[src/rtl/bsa_pkg.sv]
package bsa_pkg;

    localparam int NUM_PAGES   = 16;
    localparam int PAGE_BYTES  = 4096;
    localparam int NUM_CLASSES = 9;
    localparam int MIN_SHIFT   = 4;
    localparam int PAGE_SHIFT  = $clog2(PAGE_BYTES);
    localparam int BLOCKS_MAX  = PAGE_BYTES / 16;
    localparam int PAGE_W      = $clog2(NUM_PAGES);
    localparam int PTR_W       = PAGE_W + 1;
    localparam int BLK_W       = $clog2(BLOCKS_MAX);
    localparam int CNT_W       = BLK_W + 1;
    localparam int CLS_W       = 4;
    localparam int MEM_AW      = PAGE_W + BLK_W;
    localparam int ADDR_W      = 16;

    typedef enum logic [1:0] {
        ST_OK        = 2'd0,
        ST_TOO_LARGE = 2'd1,
        ST_NO_PAGE   = 2'd2,
        ST_NOT_FOUND = 2'd3
    } status_t;

    typedef struct packed {
        logic    load;
        logic    a_cls;
        logic    a_walk;
        logic    a_claim;
        logic    a_take;
        logic    a_pop;
        logic    f_cls_init;
        logic    f_cls_next;
        logic    f_cls_open;
        logic    f_walk;
        logic    f_upd;
        logic    err;
        status_t err_code;
    } cmd_t;

    typedef struct packed {
        logic op;
        logic size_big;
        logic cur_null;
        logic steps_max;
        logic has_free;
        logic no_free;
        logic top_nz;
        logic page_bad;
        logic cls_end;
        logic cls_skip;
        logic cur_match;
    } sts_t;

    // Block size of a class, wide enough to hold PAGE_BYTES.
    function automatic logic [PAGE_SHIFT:0] class_bytes(input logic [CLS_W-1:0] c);
        class_bytes = (PAGE_SHIFT+1)'(1 << MIN_SHIFT) << c;
    endfunction

    function automatic logic [CNT_W-1:0] class_blocks(input logic [CLS_W-1:0] c);
        class_blocks = CNT_W'(BLOCKS_MAX) >> c;
    endfunction

endpackage

[src/rtl/bsa_ctrl.sv]
module bsa_ctrl
(
    input  logic          clk,
    input  logic          rst_n,
    input  logic          start,
    input  bsa_pkg::sts_t sts,
    output bsa_pkg::cmd_t cmd,
    output logic          busy,
    output logic          done
);
    import bsa_pkg::*;

    typedef enum logic [10:0] {
        S_IDLE   = 11'b000_0000_0001,
        S_ACLS   = 11'b000_0000_0010,
        S_AWALK  = 11'b000_0000_0100,
        S_ACLAIM = 11'b000_0000_1000,
        S_ATAKE  = 11'b000_0001_0000,
        S_APOP   = 11'b000_0010_0000,
        S_FCHK   = 11'b000_0100_0000,
        S_FCLS   = 11'b000_1000_0000,
        S_FWALK  = 11'b001_0000_0000,
        S_FUPD   = 11'b010_0000_0000,
        S_DONE   = 11'b100_0000_0000
    } state_t;

    state_t state_reg, state_next;

    always_ff @(posedge clk or negedge rst_n)
    begin
        if (!rst_n)
        begin
            state_reg <= S_IDLE;
        end
        else
        begin
            state_reg <= state_next;
        end
    end

    assign busy = (state_reg != S_IDLE);
    assign done = (state_reg == S_DONE);

    always_comb
    begin
        cmd        = '0;
        state_next = state_reg;
        case (state_reg)
            S_IDLE:
            begin
                if (start)
                begin
                    cmd.load   = 1'b1;
                    state_next = sts.op ? S_FCHK : S_ACLS;
                end
            end
            S_ACLS:
            begin
                if (sts.size_big)
                begin
                    cmd.err      = 1'b1;
                    cmd.err_code = ST_TOO_LARGE;
                    state_next   = S_DONE;
                end
                else
                begin
                    cmd.a_cls  = 1'b1;
                    state_next = S_AWALK;
                end
            end
            S_AWALK:
            begin
                if (sts.cur_null || sts.steps_max)
                begin
                    state_next = S_ACLAIM;
                end
                else
                begin
                    cmd.a_walk = 1'b1;
                    if (sts.has_free)
                    begin
                        state_next = S_ATAKE;
                    end
                end
            end
            S_ACLAIM:
            begin
                if (sts.no_free)
                begin
                    cmd.err      = 1'b1;
                    cmd.err_code = ST_NO_PAGE;
                    state_next   = S_DONE;
                end
                else
                begin
                    cmd.a_claim = 1'b1;
                    state_next  = S_ATAKE;
                end
            end
            S_ATAKE:
            begin
                cmd.a_take = 1'b1;
                state_next = sts.top_nz ? S_APOP : S_DONE;
            end
            S_APOP:
            begin
                cmd.a_pop  = 1'b1;
                state_next = S_DONE;
            end
            S_FCHK:
            begin
                if (sts.page_bad)
                begin
                    cmd.err      = 1'b1;
                    cmd.err_code = ST_NOT_FOUND;
                    state_next   = S_DONE;
                end
                else
                begin
                    cmd.f_cls_init = 1'b1;
                    state_next     = S_FCLS;
                end
            end
            S_FCLS:
            begin
                if (sts.cls_end)
                begin
                    cmd.err      = 1'b1;
                    cmd.err_code = ST_NOT_FOUND;
                    state_next   = S_DONE;
                end
                else if (sts.cls_skip)
                begin
                    cmd.f_cls_next = 1'b1;
                end
                else
                begin
                    cmd.f_cls_open = 1'b1;
                    state_next     = S_FWALK;
                end
            end
            S_FWALK:
            begin
                if (sts.cur_match)
                begin
                    state_next = S_FUPD;
                end
                else if (sts.cur_null || sts.steps_max)
                begin
                    cmd.f_cls_next = 1'b1;
                    state_next     = S_FCLS;
                end
                else
                begin
                    cmd.f_walk = 1'b1;
                end
            end
            S_FUPD:
            begin
                cmd.f_upd  = 1'b1;
                state_next = S_DONE;
            end
            S_DONE:
            begin
                state_next = S_IDLE;
            end
            default:
            begin
                state_next = S_IDLE;
            end
        endcase
    end

endmodule

[config.mk]
export PLATFORM = sky130hd
export DESIGN_NAME = bsa_ctrl
export DESIGN_NICKNAME = d
export VERILOG_FILES = /design/src/rtl/bsa_pkg.sv /design/src/rtl/bsa_ctrl.sv
export SDC_FILE = /design/constraint.sdc
export NUM_CORES = 1
export LEC_CHECK = 0
export ABC_CLOCK_PERIOD_IN_PS = 1800
export BUFFER_PORTS_ARGS = -buffer_cell sky130_fd_sc_hd__buf_4
export CORE_MARGIN = 3
export CORE_UTILIZATION = 40
export CTS_CLUSTER_DIAMETER = 100
export DETAILED_ROUTE_END_ITERATION = 7
export GPL_ROUTABILITY_DRIVEN = 0
export HOLD_SLACK_MARGIN = 0.05
export PLACE_DENSITY = 0.68
export SYNTH_ARGS = -nofsm -noshare
export SYNTH_HDL_FRONTEND = slang
export SYNTH_SLANG_ARGS = --single-unit
[constraint.sdc]
create_clock -name clk -period 1.8 [get_ports clk]
set_input_delay 0.09 -clock clk [delete_from_list [all_inputs] [get_ports clk]]
set_output_delay 0.09 -clock clk [all_outputs]
set_load 0.005 [all_outputs]
Yosys cells after proc, flatten, opt, wreduce, memory -nomap -nowiden. Index checks and enable logic that the tools add are counted.

Reduce and logical (&&, ||, !) cells: 3. Eq/ne operators: 16. Multiplexer cells: 40.

Operator list (count): two-way mux 11 bit (11); case mux 11 bit (9 select lines) (1); two-way mux 1 bit (20); two-way mux 3 bit (4); case mux 3 bit (4 select lines) (1); == test 11 x 1 -> 1 bit (second input constant) (1); == test 11 x 10 -> 1 bit (second input constant) (1); == test 11 bit (second input constant) (1); == test 11 x 2 -> 1 bit (second input constant) (1); == test 11 x 3 -> 1 bit (second input constant) (1); == test 11 x 4 -> 1 bit (second input constant) (1); == test 11 x 5 -> 1 bit (second input constant) (1); == test 11 x 6 -> 1 bit (second input constant) (1); == test 11 x 7 -> 1 bit (second input constant) (1); == test 11 x 8 -> 1 bit (second input constant) (1); == test 11 x 9 -> 1 bit (second input constant) (1); inequality test 11 x 1 -> 1 bit (second input constant) (1); inequality test 3 bit (second input constant) (3); two-way mux 7 bit (1); AND reduction 4 bit (1); two-way mux 2 bit (1); inequality test 2 bit (second input constant) (1); case mux 1 bit (2 select lines) (1); OR reduction 2 bit (1); logical OR 1 bit (1).

Register bits after elaboration: 11. Input port bits: 14. Output and inout bits: 16.

Longest topological paths before layout. Gate-level depths: netlist of run 1.

Word-level depth: 4. Depth in mapped cells: 5. Gate-level depth less buffers: 4.

Worst setup path after synthesis of run 1. No wires, ideal clock.

Kind: reg-to-output. Start: register state_reg[5]. End: output port cmd[12] (netlist name). Stages on the path, launching flop included: 6. Arrival time: 1609 ps. Setup slack: 101 ps. Path buffers: 2. Data required time: 1710 ps. Cell sequence: dfrtp_1 > buf_6 > or4_4 > or2_1 > buf_2 > nor3_1.

RTL lines: start, declared (RTL line bsa_ctrl.sv:27) `state_t state_reg, state_next;`; start signal, assigned (RTL line bsa_ctrl.sv:37) `state_reg <= state_next;`; end, declared (RTL line bsa_ctrl.sv:7) `output bsa_pkg::cmd_t cmd,`.

==> flow_metrics.env, run 1 <==
export IMPL_gr_usage_all_layers_pct=21.4
export IMPL_syn_to_final_growth_pct=63.5
export IMPL_drt_initial_drc_count=19
export IMPL_grt_max_degree=12
export IMPL_die_y_microns=53.7
export IMPL_fill_cells=148
export IMPL_status="finished with violations"
export IMPL_synth_top_cell_by_area="dfrtp_1"
export IMPL_cap_violations=0
export IMPL_dp_hpwl_microns=1980
export IMPL_cts_clk_slew_worst_paths_ps=80
export IMPL_synth_edf_count=0
export IMPL_start_util_pct=44.2
export IMPL_rows=16
export IMPL_synth_commonest_cells="10 x dfrtp_1, 10 x nor2_1, 6 x buf_2, 6 x nand2_1"
export IMPL_fin_crit_sh_pct=112
export IMPL_crit_start="state_reg[0]"
export IMPL_dr_pass1_iters=4
export IMPL_synth_seq_cells=11
export IMPL_htree_num_levels=1
export IMPL_synthFlopType="dfrtp_1"
export IMPL_cts_sinks=11
export IMPL_cts_made_buffers=3
export IMPL_tritoncts="done"
export IMPL_finalSetupTns_ps=-1790
export IMPL_ir_drop_mv=0.586
export IMPL_skew_ps=5.04
export IMPL_r2r_setup_slack_ps=-70
export IMPL_slew_limit_headroom_pct=61.7
export IMPL_antenna_found_initial=0
export IMPL_first_global_vias=980
export IMPL_drt_wl_total_microns=2740
export IMPL_final_net_count=172
export IMPL_endpoint_kind="primary output"
export IMPL_clockBufferDepth=2
export IMPL_synthArstFlopShare_pct=100
export IMPL_antenna_cells=0
export IMPL_stdcell_count=184
export IMPL_min_from="sts[0]"
export IMPL_antenna_left=0
export IMPL_ys_warn_count=0
export IMPL_fp_coreArea_sq_um=2060
export IMPL_root_buffer="clkbuf_4"
export IMPL_synth_area_top_cells="dfrtp_1 27%, nor4_4 4.7%, nand3b_1 4.1%"
export IMPL_syn_nets=118
export IMPL_setup_violations=16
export IMPL_hold_class="input port to register"
export IMPL_cp_max_fo=3
export IMPL_worst_pin_slew_ps=560
export IMPL_period_minus_slack_ps=2020
export IMPL_ys_seq_area_share_pct=30.4
export IMPL_netlist_instances=104
export IMPL_arrival_ps=1930
export IMPL_crit_type="register to primary output"
export IMPL_grt_overflow=0
export IMPL_drcViolationCount=0
export IMPL_viasPerCell=5.47
export IMPL_dpl_cell_count=163
export IMPL_rsz0062_at_grt="true"
export IMPL_clock_latency_ps=270
export IMPL_synth_area_sq_um=911
export IMPL_critPathLaunchType="register"
export IMPL_powerDensity_nw_per_um2=885
export IMPL_setup_ws_ps=-219
export IMPL_drv_slew=0
export IMPL_syn_avg_cell_area_sq_um=8.76
export IMPL_cp_endpoint="cmd[2]"
export IMPL_synth_cell_type_count=45
export IMPL_required_ps=1710
export IMPL_r2r_end="state_reg[0]"
export IMPL_yosysTopAreaCellShare_pct=27.5
export IMPL_r2r_cells=4
export IMPL_r2r_start="state_reg[7]"
export IMPL_die_area_sq_um=2890
export IMPL_grt_pass1_wl_microns=4400
export IMPL_p_leak_uw=0.000683
export IMPL_ios=30
export IMPL_vias=1006
export IMPL_dieWidth_microns=53.7
export IMPL_violations="negative setup slack"
export IMPL_hold_viol_final=0
export IMPL_drive_gt1_share_pct=56.1
export IMPL_wire_per_inst_microns=14.9
export IMPL_max_freq_mhz=495
export IMPL_port_buffers=29
export IMPL_largest_reg_flops=11
## where the power goes
| group | internal [uW] | switching [uW] |
|---|---|---|
| Clock | 85.7 | 87.5 |
| Sequential | 283 | 28.2 |
| Combinational | 467 | 367 |
| Total | 835 | 483 |
## critical path, stage by stage, from the launching register on
cell and delay, ps:
dfstp_2 380, or4_4 550, a2111o_1 390, a21oi_2 210, buf_4 130
## cell usage in the layout, fill, tap and decap left out, types with 2 or more instances in the layout
cell / instances
nor4b_2: 2
buf_4: 51
nor3_1: 4
inv_1: 2
nor4_4: 3
xnor2_1: 2
buf_6: 4
nand2_1: 5
dfrtp_1: 9
nor2_1: 6
dlygate4sd3_1: 4
or3_4: 2
nor4_2: 2
clkbuf_4: 3
nand3_1: 3
nor2_2: 3
nand2b_1: 2
a2111o_1: 2
a21oi_1: 2
or4_4: 2
nand3b_1: 5
xor2_1: 2
nand4_1: 3
## cell type report
cell class / instances / area, sq um / area share [%]
Tap cell: 27 / 33.8 / 2.27
Timing Repair Buffer: 59 / 468 / 31.4
Clock buffer: 4 / 26.3 / 1.76
Inverter: 3 / 11.3 / 0.756
Multi-Input combinational cell: 80 / 672 / 45.1
Sequential cell: 11 / 278 / 18.7
## metal layers
layer  part of all wire [%]  GRT usage, %
met5                      0             0
met4                   0.99          11.5
met3                    5.1          3.32
met2                     49          36.3
met1                     45          25.6
## worst min path at each step
| stage | to | slack, ps | depth (start not counted) |
|---|---|---|---|
| 2_1_floorplan | state_reg[10] | -210 | 0 |
| 3_3_place_gp | state_reg[2] | -70 | 1 |
| 3_5_place_dp | state_reg[2] | -70 | 1 |
| 4_1_cts | state_reg[9] | 70 | 3 |
| 5_1_grt | state_reg[6] | 80 | 2 |
| 6_report | state_reg[9] | 90 | 3 |
## cell families after synthesis
| logic type | synth area share [%] |
|---|---|
| flip-flops | 30.4 |
| AND/OR/NAND/NOR | 44.1 |
| buffers and inverters | 7.83 |
| AO/OA/AOI/OAI | 13.9 |
| XOR/XNOR | 3.85 |
## per-stage QoR
| step | total power, uW | instance area, sq um | hold WS (ps) | setup slack, ps | utilization, % |
|---|---|---|---|---|---|
| after global placement | 853 | 1200 | -66.8 | 80.1 | 58.2 |
| final | 1320 | 1490 | 86.9 | -219 | 72.2 |
| after CTS | 1230 | 1400 | 66.3 | -207 | 68.0 |
| after global routing | 1410 | 1490 | 78.5 | -284 | 72.2 |
| after detailed placement | 864 | 1200 | -65.2 | 66.0 | 58.2 |
| after floorplan | 682 | 911 | -206 | 101 | - |
## timing repair
| item | CTS | global route |
|---|---|---|
| hold endpoints to repair | 14 | 0 |
| buffers inserted | 11 | 2 |
| resized for setup | 12 | 16 |
| endpoints found under the setup margin | 15 | 19 |
| hold buffers | 4 | 0 |
| pin swaps | 5 | 4 |
(Power assumes the default switching activity.)
==> run 2: changes to the inputs <==
--- a/config.mk
+++ b/config.mk
@@ -11,9 +11,10 @@
 export CORE_UTILIZATION = 40
 export CTS_CLUSTER_DIAMETER = 100
 export DETAILED_ROUTE_END_ITERATION = 7
-export GPL_ROUTABILITY_DRIVEN = 0
+export GPL_ROUTABILITY_DRIVEN = 1
 export HOLD_SLACK_MARGIN = 0.05
 export PLACE_DENSITY = 0.68
+export SKIP_LAST_GASP = 1
 export SYNTH_ARGS = -nofsm -noshare
 export SYNTH_HDL_FRONTEND = slang
 export SYNTH_SLANG_ARGS = --single-unit
==> run 2 against run 1 <==
The run still ends with negative setup slack left; clock skew hardly changed; fmax shrank 0.55%; non-clock buffer count grew 2; clock-buffer cell count is the same; critical path depth did not move; register-to-register slack barely moved; combinational power increased by 3.0%; sequential power about the same; die area unchanged; cell area down 1.3%; via count up 3.9%; first-iteration DRC count is 32% lower; critical path type unchanged; critical endpoint unchanged; largest cell class unchanged; largest power group unchanged.
==> flow_metrics.env, run 2 (synthesis results as in run 1) <==
export IMPL_wire_per_inst_microns=15.2
export IMPL_violations="negative setup slack"
export IMPL_ir_drop_mv=0.583
export IMPL_place_area_sq_um=1200
export IMPL_fin_crit_sh_pct=113
export IMPL_cts_made_buffers=3
export IMPL_critPathLaunchType="register"
export IMPL_cts_clk_slew_worst_paths_ps=80
export IMPL_drt_wl_total_microns=2840
export IMPL_powerDensity_nw_per_um2=916
export IMPL_endpoint_kind="primary output"
export IMPL_largest_reg_flops=11
export IMPL_rows=16
export IMPL_rsz0062_at_grt="true"
export IMPL_clock_latency_ps=270
export IMPL_dp_hpwl_microns=1980
export IMPL_worst_pin_slew_ps=553
export IMPL_drcViolationCount=0
export IMPL_grt_max_degree=12
export IMPL_dpl_cell_count=163
export IMPL_p_leak_uw=0.000685
export IMPL_ios=30
export IMPL_die_y_microns=53.7
export IMPL_vias=1045
export IMPL_dieWidth_microns=53.7
export IMPL_dr_pass1_iters=4
export IMPL_viasPerCell=5.62
export IMPL_drive_gt1_share_pct=54.7
export IMPL_status="finished with violations"
export IMPL_gr_usage_all_layers_pct=21.4
export IMPL_die_area_sq_um=2890
export IMPL_fp_coreArea_sq_um=2060
export IMPL_cts_sinks=11
export IMPL_root_buffer="clkbuf_4"
export IMPL_period_minus_slack_ps=2030
export IMPL_slew_limit_headroom_pct=62.2
export IMPL_skew_ps=5.48
export IMPL_clockBufferDepth=2
export IMPL_grt_pass1_wl_microns=4400
export IMPL_antenna_found_initial=0
export IMPL_setup_ws_ps=-230
export IMPL_htree_num_levels=1
export IMPL_setup_violations=16
export IMPL_final_cell_mix="54 x buf_4, 9 x dfrtp_1, 6 x nor2_1"
export IMPL_antenna_left=0
export IMPL_drv_slew=0
export IMPL_final_util_pct=71.3
export IMPL_cp_max_fo=4
export IMPL_tritoncts="done"
export IMPL_crit_type="register to primary output"
export IMPL_required_ps=1710
export IMPL_mostFrequentLayoutCell="buf_4"
export IMPL_drt_initial_drc_count=13
export IMPL_start_util_pct=44.2
export IMPL_place_ws_ps=66.0
export IMPL_first_global_vias=977
export IMPL_syn_to_final_growth_pct=61.4
export IMPL_arrival_ps=1940
export IMPL_hold_class="input port to register"
export IMPL_holdWs_ps=61.7
export IMPL_design_area_sq_um=1470
export IMPL_max_freq_mhz=493
export IMPL_gp_congestion=0.854
export IMPL_grt_overflow=0
export IMPL_port_buffers=29
export IMPL_final_net_count=174
export IMPL_cap_violations=0
export IMPL_hold_viol_final=0
export IMPL_antenna_cells=0
export IMPL_stdcell_count=186
-- run 2: cell count changes in the layout (fill, tap and decap cells not counted) --
cell | before | now
and2_1 | 1 | 2
o31ai_4 | 1 | 0
o31ai_1 | 0 | 1
or3_4 | 2 | 1
buf_4 | 51 | 54
buf_6 | 4 | 3
nor4_4 | 3 | 2
and2_4 | 1 | 0
nor4_2 | 2 | 3
or3_1 | 1 | 2
-- run 2: per-stage QoR --
step	TNS, ps	total power [uW]
finish	-1990	1350
detailed placement	0	864
floorplan	0	682
global placement	0	853
global route	-3240	1430
CTS	-1730	1210
-- run 2: worst paths after layout --
check                      cells past startpoint       endpoint  slack (ps)           from
max in group asynchronous                      2   state_reg[0]        1390          rst_n
hold reg to reg                                3  state_reg[10]         710  state_reg[10]
hold / removal                                 3   state_reg[9]          60         sts[0]
setup reg to reg                               6   state_reg[0]         -80   state_reg[5]
min in group asynchronous                      2   state_reg[4]         180          rst_n
setup / recovery                               4         cmd[2]        -230   state_reg[5]
-- run 2: final cells by class --
type                       instances  area (sq um)
sequential                        11           278
fill                             153           592
clock buffer                       4          26.3
inverter                           3          11.3
multi-input combinational         80           642
timing repair buffer              61           479
tap                               27          33.8
-- run 2: repair_timing --
action                     CTS  global route
hold endpoints to repair    14             0
setup buffers               11             4
setup endpoints to repair   15            19
gates resized for setup     10            12
pin swaps                    5             4
hold buffers                 4             0
-- run 2: power by group --
part	total [uW]	switching [uW]	internal [uW]
combinational	859	375	483
clock	176	90.4	85.8
sequential	312	28.8	283
total	1350	495	852
-- run 2: critical path, cell delays in order, from the launching register on --
cell and delay, ps:
dfrtp_1 440, or4_4 570, a2111o_1 340, a21oi_2 170, buf_4 130
-- run 2: layer usage --
| metal | up-vias | share of wire (%) | GRT usage, % |
|---|---|---|---|
| li1 | 495 | - | - |
| met2 | 37 | 49 | 36.3 |
| met4 | 0 | 2.4 | 11.5 |
| met3 | 10 | 4.8 | 3.32 |
| met1 | 503 | 44 | 25.6 |
| met5 | - | 0 | 0 |
